--- src/hw/rtl/sce_pkg.sv ---
// Shared types and constants for the shift chain output expander.
// No dependencies; used by sce_ctrl, sce_dpath and shift_chain_output_expander.
package sce_pkg;

    localparam int IMG_W       = 64;  // output image width
    localparam int PIN_W       = 6;   // image bit index width
    localparam int CHIP_SHIFT  = 3;   // log2 of bits per chip
    localparam int CFG_IDX_W   = 1;
    localparam int CFG_DATA_W  = 4;
    localparam int CNT_CFG_W   = 4;

    localparam logic [CNT_CFG_W-1:0] CHIP_COUNT_RST = 4'd8;

    // request codes
    localparam logic [1:0] REQ_PIN   = 2'd0;
    localparam logic [1:0] REQ_READ  = 2'd1;
    localparam logic [1:0] REQ_CLEAR = 2'd2;

    // pin actions
    localparam logic [1:0] ACT_OFF    = 2'd0;
    localparam logic [1:0] ACT_ON     = 2'd1;
    localparam logic [1:0] ACT_TOGGLE = 2'd2;
    localparam logic [1:0] ACT_KEEP   = 2'd3;

    // result kinds
    localparam logic KIND_FRAME = 1'b0;
    localparam logic KIND_READ  = 1'b1;

    // configuration register indexes
    localparam logic [CFG_IDX_W-1:0] CFG_CHIP_COUNT = 1'd0;
    localparam logic [CFG_IDX_W-1:0] CFG_LSB_FIRST  = 1'd1;

    typedef enum logic {
        ST_IDLE,
        ST_SEND
    } t_state;

    typedef struct packed {
        logic [1:0]       req_type;
        logic [PIN_W-1:0] pin;
        logic [1:0]       action;
    } t_in_word;

    typedef struct packed {
        logic             result_kind;
        logic             serial_bit;
        logic [PIN_W-1:0] bit_position;
        logic             last_of_run;
        logic             pin_state;
    } t_out_word;

    // controller -> datapath
    typedef struct packed {
        logic update;   // apply pin action or clear to the image
        logic read;     // emit pin read answer
        logic cnt_clr;  // restart frame bit counter
        logic shift;    // emit next frame bit
    } t_cmd;

    // datapath -> controller
    typedef struct packed {
        logic last_bit; // counter is at the final frame bit
    } t_stat;

endpackage

--- src/hw/rtl/sce_ctrl.sv ---
// Control state machine for the shift chain output expander.
// Depends on sce_pkg; drives sce_dpath through t_cmd and reads t_stat.
module sce_ctrl (
    input  logic            i_clk,
    input  logic            i_rst_n,
    input  logic            i_start,
    input  logic [1:0]      i_req_type,
    input  sce_pkg::t_stat  i_stat,
    output sce_pkg::t_cmd   o_cmd,
    output logic            o_busy
);

    sce_pkg::t_state r_state;
    sce_pkg::t_state n_state;

    always_ff @(posedge i_clk) begin
        if (!i_rst_n) begin
            r_state <= sce_pkg::ST_IDLE;
        end else begin
            r_state <= n_state;
        end
    end

    always_comb begin
        n_state = r_state;
        o_cmd   = '0;
        case (r_state)
            sce_pkg::ST_IDLE: begin
                if (i_start) begin
                    case (i_req_type)
                        sce_pkg::REQ_PIN, sce_pkg::REQ_CLEAR: begin
                            o_cmd.update  = 1'b1;
                            o_cmd.cnt_clr = 1'b1;
                            n_state       = sce_pkg::ST_SEND;
                        end
                        sce_pkg::REQ_READ: begin
                            o_cmd.read = 1'b1;
                        end
                        default: begin
                            // unused code: dropped
                        end
                    endcase
                end
            end
            sce_pkg::ST_SEND: begin
                o_cmd.shift = 1'b1;
                if (i_stat.last_bit) begin
                    n_state = sce_pkg::ST_IDLE;
                end
            end
            default: begin
                n_state = sce_pkg::ST_IDLE;
            end
        endcase
    end

    assign o_busy = (r_state != sce_pkg::ST_IDLE);

endmodule

--- src/hw/rtl/sce_dpath.sv ---
// Datapath: output image, config registers, frame bit counter, output word register.
// Depends on sce_pkg; commanded by sce_ctrl.
module sce_dpath #(
    parameter int MAX_CHIPS = 8
) (
    input  logic                                i_clk,
    input  logic                                i_rst_n,
    input  sce_pkg::t_cmd                       i_cmd,
    output sce_pkg::t_stat                      o_stat,
    input  sce_pkg::t_in_word                   i_word,
    input  logic                                i_cfg_we,
    input  logic [sce_pkg::CFG_IDX_W-1:0]       i_cfg_idx,
    input  logic [sce_pkg::CFG_DATA_W-1:0]      i_cfg_data,
    output logic                                o_strobe,
    output sce_pkg::t_out_word                  o_word
);

    localparam int CW = $clog2(MAX_CHIPS << sce_pkg::CHIP_SHIFT);
    localparam logic [sce_pkg::CNT_CFG_W-1:0] MAX_N = sce_pkg::CNT_CFG_W'(MAX_CHIPS);

    logic [sce_pkg::IMG_W-1:0]     r_image;
    logic [sce_pkg::CNT_CFG_W-1:0] r_chip_count;
    logic                          r_lsb_first;
    logic [CW-1:0]                 r_cnt;
    logic                          r_strobe;
    sce_pkg::t_out_word            r_word;

    logic [sce_pkg::IMG_W-1:0]     pin_mask;
    logic [sce_pkg::CNT_CFG_W-1:0] chips;
    logic [CW-1:0]                 last_k;
    logic [CW-1:0]                 pos;
    logic [sce_pkg::PIN_W-1:0]     pos_ext;

    assign pin_mask = sce_pkg::IMG_W'(1) << i_word.pin;

    // clamp chain length to 1..MAX_CHIPS
    always_comb begin
        chips = r_chip_count;
        if (r_chip_count == '0) begin
            chips = sce_pkg::CNT_CFG_W'(1);
        end else if (r_chip_count > MAX_N) begin
            chips = MAX_N;
        end
    end

    assign last_k  = CW'(((sce_pkg::CNT_CFG_W + sce_pkg::CHIP_SHIFT)'(chips)
                         << sce_pkg::CHIP_SHIFT) - 1'b1);
    assign pos     = r_lsb_first ? r_cnt : (last_k - r_cnt);
    assign pos_ext = sce_pkg::PIN_W'(pos);
    assign o_stat.last_bit = (r_cnt == last_k);

    // config registers
    always_ff @(posedge i_clk) begin
        if (!i_rst_n) begin
            r_chip_count <= sce_pkg::CHIP_COUNT_RST;
            r_lsb_first  <= 1'b0;
        end else if (i_cfg_we) begin
            case (i_cfg_idx)
                sce_pkg::CFG_CHIP_COUNT: r_chip_count <= i_cfg_data;
                sce_pkg::CFG_LSB_FIRST:  r_lsb_first  <= i_cfg_data[0];
                default: begin
                end
            endcase
        end
    end

    // output image
    always_ff @(posedge i_clk) begin
        if (!i_rst_n) begin
            r_image <= '0;
        end else if (i_cmd.update) begin
            if (i_word.req_type == sce_pkg::REQ_CLEAR) begin
                r_image <= '0;
            end else begin
                case (i_word.action)
                    sce_pkg::ACT_OFF:    r_image <= r_image & ~pin_mask;
                    sce_pkg::ACT_ON:     r_image <= r_image | pin_mask;
                    sce_pkg::ACT_TOGGLE: r_image <= r_image ^ pin_mask;
                    default:             r_image <= r_image;
                endcase
            end
        end
    end

    // frame bit counter
    always_ff @(posedge i_clk) begin
        if (!i_rst_n) begin
            r_cnt <= '0;
        end else if (i_cmd.cnt_clr) begin
            r_cnt <= '0;
        end else if (i_cmd.shift) begin
            r_cnt <= r_cnt + 1'b1;
        end
    end

    // output word register
    always_ff @(posedge i_clk) begin
        if (!i_rst_n) begin
            r_strobe <= 1'b0;
        end else begin
            r_strobe <= i_cmd.shift | i_cmd.read;
        end
    end

    always_ff @(posedge i_clk) begin
        if (i_cmd.read) begin
            r_word.result_kind  <= sce_pkg::KIND_READ;
            r_word.serial_bit   <= 1'b0;
            r_word.bit_position <= i_word.pin;
            r_word.last_of_run  <= 1'b1;
            r_word.pin_state    <= r_image[i_word.pin];
        end else if (i_cmd.shift) begin
            r_word.result_kind  <= sce_pkg::KIND_FRAME;
            r_word.serial_bit   <= r_image[pos_ext];
            r_word.bit_position <= pos_ext;
            r_word.last_of_run  <= (r_cnt == last_k);
            r_word.pin_state    <= 1'b0;
        end
    end

    assign o_strobe = r_strobe;
    assign o_word   = r_word;

endmodule

--- src/hw/rtl/shift_chain_output_expander.sv ---
// Shift chain output expander: 64-bit output image streamed as a serial frame.
// Pin/clear: taken when idle, then chips*8 frame words from the bit counter, one per cycle
// (chips: chip_count clamped to 1..MAX_CHIPS); first word via r_state and r_word. Busy
// holds until the last word shows; no request is taken while busy. Read: answer word is
// registered in the cycle after start; next request can follow at once. Sync active-low
// reset clears image, sets chip_count=8, lsb_first=0, emits nothing. Receiver cannot stall.
module shift_chain_output_expander #(
    parameter int MAX_CHIPS = 8
) (
    input  logic                           i_clk,
    input  logic                           i_rst_n,
    // request channel
    input  logic                           i_start,
    input  sce_pkg::t_in_word              i_word,
    output logic                           o_busy,
    // config write port
    input  logic                           i_cfg_we,
    input  logic [sce_pkg::CFG_IDX_W-1:0]  i_cfg_idx,
    input  logic [sce_pkg::CFG_DATA_W-1:0] i_cfg_data,
    // result channel: one word per strobe cycle
    output logic                           o_strobe,
    output sce_pkg::t_out_word             o_word
);

    sce_pkg::t_cmd  cmd;
    sce_pkg::t_stat stat;

    // controller: idle/send sequencing, issues update, read and shift commands
    sce_ctrl u_ctrl (
        .i_clk      (i_clk),
        .i_rst_n    (i_rst_n),
        .i_start    (i_start),
        .i_req_type (i_word.req_type),
        .i_stat     (stat),
        .o_cmd      (cmd),
        .o_busy     (o_busy)
    );

    // datapath: image, config, bit counter and registered output word
    sce_dpath #(
        .MAX_CHIPS (MAX_CHIPS)
    ) u_dpath (
        .i_clk      (i_clk),
        .i_rst_n    (i_rst_n),
        .i_cmd      (cmd),
        .o_stat     (stat),
        .i_word     (i_word),
        .i_cfg_we   (i_cfg_we),
        .i_cfg_idx  (i_cfg_idx),
        .i_cfg_data (i_cfg_data),
        .o_strobe   (o_strobe),
        .o_word     (o_word)
    );

`ifndef SYNTH
    // a read answer is always a one-word run
    a_read_single: assert property (@(posedge i_clk) disable iff (!i_rst_n)
        (o_strobe && o_word.result_kind == sce_pkg::KIND_READ) |-> o_word.last_of_run)
        else $error("read answer without last_of_run");

    // frame words: busy stays high exactly until the last word is shown
    a_frame_last: assert property (@(posedge i_clk) disable iff (!i_rst_n)
        (o_strobe && o_word.result_kind == sce_pkg::KIND_FRAME)
            |-> (o_busy != o_word.last_of_run))
        else $error("frame last_of_run out of step with busy");

    // leaving the send phase always shows the final frame word
    a_end_frame: assert property (@(posedge i_clk) disable iff (!i_rst_n)
        ($fell(o_busy) && $past(i_rst_n)) |-> (o_strobe && o_word.last_of_run))
        else $error("frame ended without last word");
`endif

endmodule

--- config.mk ---
export PLATFORM = sky130hd
export DESIGN_NAME = shift_chain_output_expander
export DESIGN_NICKNAME = d
export VERILOG_FILES = /design/src/hw/rtl/sce_pkg.sv /design/src/hw/rtl/sce_ctrl.sv /design/src/hw/rtl/sce_dpath.sv /design/src/hw/rtl/shift_chain_output_expander.sv
export SDC_FILE = /design/constraint.sdc
export NUM_CORES = 1
export LEC_CHECK = 0
export ABC_AREA = 0
export BUFFER_PORTS_ARGS = -buffer_cell sky130_fd_sc_hd__buf_4
export CAP_MARGIN = 20
export CELL_PAD_IN_SITES_DETAIL_PLACEMENT = 1
export CELL_PAD_IN_SITES_GLOBAL_PLACEMENT = 1
export CORE_MARGIN = 2
export CORE_UTILIZATION = 44
export CTS_CLUSTER_SIZE = 14
export DETAILED_ROUTE_END_ITERATION = 16
export PLACE_DENSITY = 0.74
export SETUP_SLACK_MARGIN = 0.3
export SLEW_MARGIN = 25
export SYNTH_ARGS = -nofsm -noshare
export SYNTH_HDL_FRONTEND = slang
export SYNTH_SLANG_ARGS = --single-unit
--- constraint.sdc ---
create_clock -name i_clk -period 6.5 [get_ports i_clk]
set_input_delay 0.975 -clock i_clk [delete_from_list [all_inputs] [get_ports i_clk]]
set_output_delay 0.975 -clock i_clk [all_outputs]
set_load 0.03 [all_outputs]
# == Yosys cells after proc, flatten, opt, wreduce, memory -nomap -nowiden ==
# Index checks and enable logic that the tools add are counted.
# word_totals
regBits,87
input_bits,19
word_cells,60
# classes
add_sub_neg,3
magnitude_cmp,3
eq_ne,5
n_shift,1
muxes,19
bitwise,8
n_reduce_logical,10
# op_table
cell,n
$pmux W64 S3,1
$and A64 B64 Y64,1
$mux W64,1
$not A64 Y64,1
$or A64 B64 Y64,1
$shl A1 B6 Y64 const A,1
$xor A64 B64 Y64,1
$mux W8,2
$lt A6 B7 Y1 const B,2
$bmux W1 S6,2
$mux W3,4
$mux W1,7
$add A6 B1 Y6 const B,1
$eq A6 B6 Y1,1
$mux W6,1
$reduce_and A2 Y1,3
$sub A6 B1 Y6 const B,1
$sub A6 B6 Y6,1
$eq A2 B1 Y1 const B,2
$eq A2 B2 Y1 const B,2
$gt A4 B4 Y1 const B,1
$logic_not A2 Y1,2
$logic_not A4 Y1,1
$reduce_bool A4 Y1,1
5 further kinds,8

# == Logic depth before layout (Yosys ltp) ==
# Gate-level depths: netlist (run 1).
# depth
ltp_word,8
ltp_mapped,11

# == Modules after synthesis ==
# Synthesis (run 1) repeated with hierarchy kept, for this count alone.
# hier_totals
cells_unflattened,1068
area_unflattened_um2,8728.4
# modules_own_cells
mod,instances,cells_per_inst,area_each_um2,seq_area_each_um2
sce_dpath,1,1061,8657.1,1791.7
sce_ctrl,1,7,71.3,20.0

# == Least setup slack after synthesis (run 1) ==
# Ideal clock, no wire load.
# synth_timing
path_kind,input port to flip-flop
start,in i_word[2] (netlist name)
end,"reg u_dpath.r_word, in the netlist u_dpath.o_word[0], data pin"
setup_time_ns,0.256
t_arrival_ns,2.777
setup_slack_ns,3.467
path_stages,7
n_path_buf,2
path_cell_list,buf_2 > buf_1 > mux4_2 > mux4_2 > mux2i_1 > nand2_1 > o211a_1
# synth_between
elab_chain_cells,3
# synth_lines
element,line_no,source
"start, declared",shift_chain_output_expander.sv:14,"input sce_pkg::t_in_word i_word,"
$bmux W1 S6,sce_dpath.sv:111,r_word.pin_state <= r_image[i_word.pin];
$mux W1 (implied by the code),sce_dpath.sv:111,
$mux W8,sce_dpath.sv:106,if (i_cmd.read) begin
"end, declared",sce_dpath.sv:26,sce_pkg::t_out_word r_word;
# Every way passes these cells. The select of a mux whose other input is x is not followed.
# A chain may end at the register's enable or synchronous reset.

# == Worst setup path in the final report (run 1) ==
# layout_timing
start,in i_word[0] (netlist name)
end,reg u_dpath.r_image[5] (netlist name)
# layout_between
elab_chain_cells,3
# layout_lines
element,line_no,source
$eq A2 B2 Y1 (tied with other cells),sce_dpath.sv:75,case (i_word.action)
$pmux W64 S3 or $reduce_bool A4 Y1 (tied branches),-,
$mux W64 or $reduce_and A2 Y1 (tied branches),-,
"end signal, assigned",sce_dpath.sv:76,sce_pkg::ACT_OFF: r_image <= r_image & ~pin_mask;
"end signal, assigned",sce_dpath.sv:77,sce_pkg::ACT_ON: r_image <= r_image | pin_mask;
"end signal, assigned",sce_dpath.sv:78,sce_pkg::ACT_TOGGLE: r_image <= r_image ^ pin_mask;
"end, declared",sce_dpath.sv:21,logic [sce_pkg::IMG_W-1:0] r_image;
# Several ways; a longest one is shown, not always the timed one.

==> key figures, run 1 <==
Power and ir drop
  – Share of power burned in registers: 0.394
  – P_sw: about 0.49 mW
  – Logic pwr share: 0.222
  – Pint: 1.019 mW
  – Power per standard cell area: about 160 nW/um^2
  – Clock power share: 0.384
  – Peak supply drop: 107.3 uV
  – Switching share of power: 0.3257
  – Leakage: 3.690 nW

Floorplanning
  – IO Pins: 31
  – Core Area: 18,890 sq um
  – Die ar.: just over 20,000 sq um
  – Die width: 143.2 microns
  – Die Ht: 143.2 microns
  – Initial Util: 0.4514
  – Row count: 50

Global route
  – Initial antenna violation count: 0
  – GRT Util Overall: 0.2678
  – Vias in the first global route: 7,993
  – Remaining Overflow, GRT: 0
  – Largest net degree at the start of global routing: 79
  – First-pass GRT wire length: 43,370 microns

Drt
  – Drt initial violations: 518
  – Vias after detailed routing: between 7,000 and 8,000
  – WL final: 26,390 microns
  – DRC viols: 0
  – Wirelength per Cell: 19.81 microns
  – Post-DRT Antenna Nets: 0
  – Pre-antenna DRT Iters: 6
  – Vias per cell: about 5.9

Worst setup path
  – CP most frequent cell: buf_4
  – Worst path max stage delay: 0.69 ns
  – Startpoint class of the critical path: input port
  – Delay-heaviest family, CP: compound AO/OA/AOI/OAI gates
  – Slowest CP cell: a21o_2
  – Crit path required time: between 6 and 7 ns
  – CP cell instances: buf_4 > inv_1 > ha_4 > o31ai_4 > a21o_2 > buf_4 > a211oi_1 > a21oi_1 > nor2b_1
  – Kind of end point of the critical path: flop
  – Critical path arrival: 3.45 ns
  – Critical-path maximum fanout: 52
  – Setup CP Type: input port to flop
  – Crit path buf inv count: 3

Yosys
  – FF+latch count, synth: 87
  – Synth top area share: 0.1951
  – Post-synth EDFFs: 7
  – Most used DFF post-synth: dfxtp_1
  – XOR/XNOR Fraction of Synth Area: 0.01335
  – Adder-Cell Fraction of Synth Area: 0.1951
  – Mean post-synth cell area: 7.774 sq um
  – Largest area contributor in the netlist: ha_1
  – Mapped Nets: roughly 1,200
  – Synth top area cells: ha_1, dfxtp_1, a22oi_1
  – Synth Area in Simple Gates: 0.1797
  – Compound-gate portion of the synthesized area: 0.2352
  – Post-synth ARST share: 0
  – Synth Instances: 1,097
  – Yosys warning count: 0
  – Mux share of post-synthesis cell area: 0.06587
  – Synthesized area: 8528 sq um
  – Synth cell types: 55
  – Largest family of logic cells by synthesized area: compound AO/OA/AOI/OAI gates
  – Sequential share of the synthesized area: 0.2124

Timing
  – Min cycle time layout: 3.203 ns
  – Slew HR: 0.4392
  – Total negative slack: 0 ns
  – Setup repair after global routing missed its margin: no
  – Worst Max-Slew Pin Slew: around 0.84 ns
  – Max Clock Skew: 0.005562 ns
  – Final Hold Viols: 0
  – Final setup fails: 0
  – Fmax: 0.3122 GHz
  – Period utilization: 0.4928
  – Slew Limit Fails: 0

Clock tree
  – CTS buffer count: 9
  – Hold Buf Count CTS: 0
  – Setup Fix Bufs, Post-CTS: 0
  – Clk Latency, worst-skew pair: 0.36 ns
  – CTS tree: done
  – H-Tree Level Count: 3
  – Clk buf depth: 2
  – Root Buffer: clkbuf_16
  – Clock Sink Count: 87
  – CTS resizes: 0
  – Reg clk slew, reported paths: 0.07 ns

Cells and area
  – Layout area overhead: 7.820%
  – Area occupied by multi-input gates: 5914 sq um
  – Fill cells: 2,348
  – Most common cell after layout, fill and taps aside: inv_1
  – Cell Count, Final, Fillers Out: 1,332
  – Sequential cell area: between 1500 and 2000 sq um
  – Most frequent cells in the layout: inv_1, ha_1, nor2_1, nand2_1, a21oi_1
  – Nets: 1,219
  – Layout cells sized above 1: 0.08769
  – Ant. Diodes: 0

Placed design
  – Port Buffer Count: 30
  – Final HPWL DP: 17,480 microns
  – GP Congestion: 0.8669
  – Number of cells after detailed placement: 1,316

Job
  – Max Cap Violations: 0

Run status
  – Status: completed

Min path
  – Worst hold path class: flop to flop
-- metrics by stage --
step | setup slack [ns] | total power [mW] | util | hold slack, ns | area [sq um]
2_1_floorplan | 3.467 | 0.8323 | - | 0.5270 | 8528
3_3_place_gp | 3.034 | 0.9300 | 0.4695 | 0.4562 | 8870
3_5_place_dp | 2.933 | 0.9408 | 0.4697 | 0.4790 | 8874
4_1_cts | 3.288 | 1.527 | 0.4867 | 0.4950 | 9195
5_1_grt | 3.105 | 1.589 | 0.4867 | 0.5302 | 9195
6_report | 3.297 | 1.511 | 0.4867 | 0.4808 | 9195
-- cell usage after synthesis (8+ instances only) --
cell      instances
inv_1           135
a21oi_1          83
mux2i_1          10
ha_1            133
nand3_1           8
dfxtp_1          80
buf_2            10
mux4_2           20
nor2_1           96
a22oi_1          70
a211oi_1         69
clkbuf_1         58
o21ai_0          22
nand2b_1         10
nor2b_1          80
nand2_1          91
buf_1            14
nor3_1           11
-- worst paths after layout --
| kind | from | to | slack [ns] | cells past startpoint |
|---|---|---|---|---|
| max reg2reg | u_ctrl.o_busy$_SDFF_PN0_ | u_dpath.r_image[5]$_SDFFE_PN0P_ | 3.57 | 8 |
| min reg2reg | u_dpath.o_word[9]$_SDFFE_PP1P_ | u_dpath.o_word[9]$_SDFFE_PP1P_ | 0.48 | 2 |
| min | u_dpath.o_word[9]$_SDFFE_PP1P_ | u_dpath.o_word[9]$_SDFFE_PP1P_ | 0.48 | 2 |
| max | i_word[0] | u_dpath.r_image[5]$_SDFFE_PN0P_ | 3.30 | 9 |
-- registers in the layout, indices dropped and copies added (netlist names) --
| signal | count |
|---|---|
| u_dpath.r_lsb_first | 1 |
| u_dpath.r_cnt | 6 |
| u_ctrl.o_busy | 1 |
| u_dpath.r_chip_count | 4 |
| u_dpath.r_image | 64 |
| u_dpath.o_word | 10 |
| u_dpath.o_strobe | 1 |
-- worst reg2reg max path, stage by stage, from the launching register on --
cell	delay [ns]
dfxtp_1	0.71
inv_1	0.25
and2_1	0.24
o31ai_4	0.07
a21o_2	0.69
buf_4	0.50
a211oi_1	0.12
a21oi_1	0.19
nor2b_1	0.07
-- logic make-up (layout without fill, tap and decap cells) --
logic type | after synthesis | after routing
fa+ha+maj | 133 | 133
mux | 31 | 31
simple gates | 320 | 320
xor+xnor | 13 | 13
buf+inv | 218 | 193
flops | 87 | 87
compound gates | 295 | 295
-- layout make-up --
cell class | count | share of cell area
clock buffers | 9 | 0.02449
clock inverters | 7 | 0.01048
inverters | 135 | 0.05511
multi-input cells | 792 | 0.6432
flip-flops and latches | 87 | 0.1970
well taps | 260 | 0.03538
repair buffers | 42 | 0.03429
-- power by group through the flow --
stage	Combinational [mW]	Clock, mW	Sequential (mW)
after detailed placement	0.334	0	0.607
after CTS	0.336	0.597	0.594
after floorplan	0.221	0	0.612
after global routing	0.373	0.619	0.598
after global placement	0.324	0	0.606
final	0.335	0.581	0.595
-- per-layer routing --
metal  vias up  share of wire  wire (microns)  GRT usage
met1      3857           0.46           12060     0.3469
met3        36          0.044            1167    0.04158
li1       3733              -               -          -
met4         0          0.021             543    0.07895
met2       195           0.48           12620     0.4601
met5         -              0               0          0
No activity file was read; power rests on OpenSTA's default activity.
==> run 2: changes to the inputs <==
--- a/config.mk
+++ b/config.mk
@@ -5,7 +5,7 @@
 export SDC_FILE = /design/constraint.sdc
 export NUM_CORES = 1
 export LEC_CHECK = 0
-export ABC_AREA = 0
+export ABC_AREA = 1
 export BUFFER_PORTS_ARGS = -buffer_cell sky130_fd_sc_hd__buf_4
 export CAP_MARGIN = 20
 export CELL_PAD_IN_SITES_DETAIL_PLACEMENT = 1
@@ -14,7 +14,7 @@
 export CORE_UTILIZATION = 44
 export CTS_CLUSTER_SIZE = 14
 export DETAILED_ROUTE_END_ITERATION = 16
-export PLACE_DENSITY = 0.74
+export PLACE_DENSITY = 0.77
 export SETUP_SLACK_MARGIN = 0.3
 export SLEW_MARGIN = 25
 export SYNTH_ARGS = -nofsm -noshare
==> constraint.sdc (replaced) <==
create_clock -name i_clk -period 3.1 [get_ports i_clk]
set_input_delay 0.465 -clock i_clk [delete_from_list [all_inputs] [get_ports i_clk]]
set_output_delay 0.465 -clock i_clk [all_outputs]
set_load 0.03 [all_outputs]
==> run 2 against run 1 <==
Clock skew is 0.0082 ns higher. Largest power group unchanged. Highest routed layer unchanged. Combinational power grew to 2.7 times the previous value. Sequential share of layout area is 1.2 points higher. Sequential cell count stayed put. Critical path depth is 1 higher. Core utilization is 0.16 points lower. Register-to-register slack worse by 2.7 ns.
==> key figures, run 2 <==
Run status
  – Status: completed (unchanged)

Worst setup path
  – Crit path required time: 3.39 ns (was 6.75 ns)
  – Startpoint class of the critical path: input port (unchanged)
  – Setup CP Type: input port to flop (unchanged)
  – Critical-path maximum fanout: 13 (was 52)
  – Flop2flop setup slack: 0.90 ns (was 3.57 ns)
  – Kind of end point of the critical path: flop (unchanged)
  – Critical path arrival: 2.67 ns (was 3.45 ns)

Cells and area
  – Number of flip-flops in the largest register: 64 (unchanged)
  – Cell Count, Final, Fillers Out: 1,411 (was 1,332)
  – Nets: 1,329 (was 1,219)
  – Largest Register: u_dpath.r_image (unchanged)
  – Layout cells sized above 1: 0.08460 (was 0.08769)
  – Final Cell Area: 8685 sq um (was 9195 sq um)
  – Layout area overhead: 8.318% (was 7.820%)
  – Most frequent cells in the layout: nor2_1, nand2_1, a21oi_1, ha_1, nand3_1 (was inv_1, ha_1, nor2_1, nand2_1, a21oi_1)
  – Ant. Diodes: 0 (unchanged)

Power and ir drop
  – Share of power burned in registers: 0.378 (was 0.394)
  – P_sw: 1.225 mW (was 0.4920 mW)
  – Leakage: 3.470 nW (was 3.690 nW)
  – Switching share of power: 0.3794 (was 0.3257)
  – Clock power share: 0.338 (was 0.384)
  – Logic pwr share: 0.284 (was 0.222)
  – Power per standard cell area: 371.7 nW/um^2 (was 164.3 nW/um^2)
  – Peak supply drop: 275.9 uV (was 107.3 uV)
  – Pint: 2.003 mW (was 1.019 mW)

Floorplanning
  – Initial Util: 0.4479 (was 0.4514)
  – Row count: 49 (was 50)
  – Die Ht: 139.0 microns (was 143.2 microns)
  – Die ar.: 19,320 sq um (was 20,510 sq um)
  – Die width: 139.0 microns (was 143.2 microns)
  – Core Area: 17,900 sq um (was 18,890 sq um)
  – IO Pins: 31 (unchanged)

Clock tree
  – Clk buf depth: 2 (unchanged)
  – Root Buffer: clkbuf_16 (unchanged)
  – Setup Fix Bufs, Post-CTS: 0 (unchanged)
  – H-Tree Level Count: 3 (unchanged)
  – CTS buffer count: 9 (unchanged)
  – Reg clk slew, reported paths: 0.07 ns (about the same)
  – Clk Latency, worst-skew pair: 0.37 ns (was 0.36 ns)
  – CTS tree: done (unchanged)
  – Hold Buf Count CTS: 0 (unchanged)
  – Clock Sink Count: 87 (unchanged)
  – CTS resizes: 0 (unchanged)

Yosys
  – XOR/XNOR Fraction of Synth Area: 0.003433 (was 0.01335)
  – Most used DFF post-synth: dfxtp_1 (unchanged)
  – Synth cell types: 36 (was 55)
  – Sequential share of the synthesized area: 0.2260 (was 0.2124)
  – Mean post-synth cell area: 6.726 sq um (was 7.774 sq um)
  – Post-synth ARST share: 0 (unchanged)
  – Synthesized area: 8018 sq um (was 8528 sq um)
  – Compound-gate portion of the synthesized area: 0.1593 (was 0.2352)
  – Synth Area in Simple Gates: 0.3006 (was 0.1797)
  – Synth Instances: 1,192 (was 1,097)
  – Most common library cells after synthesis: nand2_1, nor2_1, a21oi_1 (was inv_1, ha_1, nor2_1)
  – Mapped Nets: 1,344 (was 1,249)
  – Largest family of logic cells by synthesized area: simple AND/OR/NAND/NOR gates (was compound AO/OA/AOI/OAI gates)
  – Post-synth EDFFs: 7 (unchanged)
  – Largest area contributor in the netlist: ha_1 (unchanged)
  – Synth top area share: 0.2076 (was 0.1951)
  – Adder-Cell Fraction of Synth Area: 0.2076 (was 0.1951)
  – FF+latch count, synth: 87 (unchanged)
  – Synth top area cells: ha_1, dfxtp_1, a21oi_1 (was ha_1, dfxtp_1, a22oi_1)
  – Yosys warning count: 0 (unchanged)
  – Mux share of post-synthesis cell area: 0.001404 (was 0.06587)

Placed design
  – Post-Place Worst Slack: 0.4211 ns (was 2.933 ns)
  – Port Buffer Count: 30 (unchanged)
  – Post-Place Cell Area: 8408 sq um (was 8874 sq um)
  – Final HPWL DP: 18,670 microns (was 17,480 microns)
  – GP Congestion: 0.9038 (was 0.8669)
  – Number of cells after detailed placement: 1,395 (was 1,316)

Timing
  – Slew Limit Fails: 0 (unchanged)
  – Total negative slack: 0 ns (unchanged)
  – Slew HR: 0.3911 (was 0.4392)
  – Min cycle time layout: 2.384 ns
  – Max Clock Skew: 0.01374 ns (was 0.005562 ns)
  – Fmax: 0.4195 GHz
  – Period utilization: 0.7690
  – Final setup fails: 0 (unchanged)
  – WHS: 0.3145 ns (was 0.4808 ns)
  – Setup repair after global routing missed its margin: no (unchanged)
  – Worst Max-Slew Pin Slew: 0.9134 ns (was 0.8411 ns)
  – Final Hold Viols: 0 (unchanged)
  – Final WS setup: 0.7160 ns (was 3.297 ns)

Global route
  – Largest net degree at the start of global routing: 128 (was 79)
  – Vias in the first global route: 8,963 (was 7,993)
  – First-pass GRT wire length: 47,910 microns (was 43,370 microns)
  – GRT Util Overall: 0.3097 (was 0.2678)
  – Initial antenna violation count: 0 (unchanged)
  – Remaining Overflow, GRT: 0 (unchanged)

Job
  – Max Cap Violations: 0 (unchanged)

Drt
  – DRC viols: 0 (unchanged)
  – WL final: 29,430 microns (was 26,390 microns)
  – Wirelength per Cell: 20.86 microns (was 19.81 microns)
  – Post-DRT Antenna Nets: 0 (unchanged)
  – Vias per cell: 6.012 (was 5.872)
  – Drt initial violations: 804 (was 518)
  – Vias after detailed routing: 8,483 (was 7,821)
  – Pre-antenna DRT Iters: 5 (was 6)

Min path
  – Worst hold path class: input port to flop (was flop to flop)
## run 2: worst paths after layout
path                                     from                                   end  cells after the start
max                                 i_word[4]       u_dpath.r_image[6]$_SDFFE_PN0P_                     10
min                             i_cfg_data[3]  u_dpath.r_chip_count[3]$_SDFFE_PN1P_                      3
max reg2reg  u_dpath.r_lsb_first$_SDFFE_PN0P_        u_dpath.o_word[8]$_SDFFE_PP0P_                     13
min reg2reg    u_dpath.o_word[9]$_SDFFE_PP1P_        u_dpath.o_word[9]$_SDFFE_PP1P_                      2
## run 2: kinds of logic after synthesis
kind of cell               Yosys count
and+or+nand+nor                    537
buffers and inverters              191
adders and majority gates          133
xor gates and xnor gates             1
AOI/OAI and AO/OA                  242
DFF                                 87
muxes                                1
## run 2: power groups by stage
stage / registers, mW / clock network [mW] / logic [mW]
2_1_floorplan: 1.27 / 0 / 0.583
3_3_place_gp: 1.25 / 0 / 0.870
3_5_place_dp: 1.25 / 0 / 0.897
4_1_cts: 1.22 / 1.10 / 0.907
5_1_grt: 1.23 / 1.15 / 1.02
6_report: 1.22 / 1.09 / 0.917
## run 2: per-layer routing
| metal | vias up | track usage | wire length, microns |
|---|---|---|---|
| met5 | - | 0 | 0 |
| met4 | 0 | 0.1318 | 995 |
| met3 | 84 | 0.04903 | 1913 |
| met2 | 296 | 0.5185 | 13690 |
| met1 | 4099 | 0.3966 | 12840 |
| li1 | 4004 | - | - |
## run 2: through the flow
stage,util,power [mW]
detailed placement,0.4697,2.144
global route,0.4851,3.393
finish,0.4851,3.228
global placement,0.4697,2.116
CTS,0.4851,3.233
floorplan,-,1.854
## run 2: worst max-delay path: stages
cell and delay (ns):
buf_4 0.20, clkinv_1 0.33, nor3_1 0.58, nand3_1 0.21, ha_1 0.26, o21ai_0 0.16
a21oi_1 0.06, nor3_1 0.20, a21oi_1 0.06, nor2_1 0.13
## run 2: area by class of cell
type | count | area, sq um
clock inverter | 6 | 47.55
multi-input combinational | 914 | 5419
sequential | 87 | 1812
inverter | 108 | 412.9
timing repair buffer | 57 | 478.0
clock buffer | 10 | 229.0
fill | 2376 | 9218
tap | 229 | 286.5
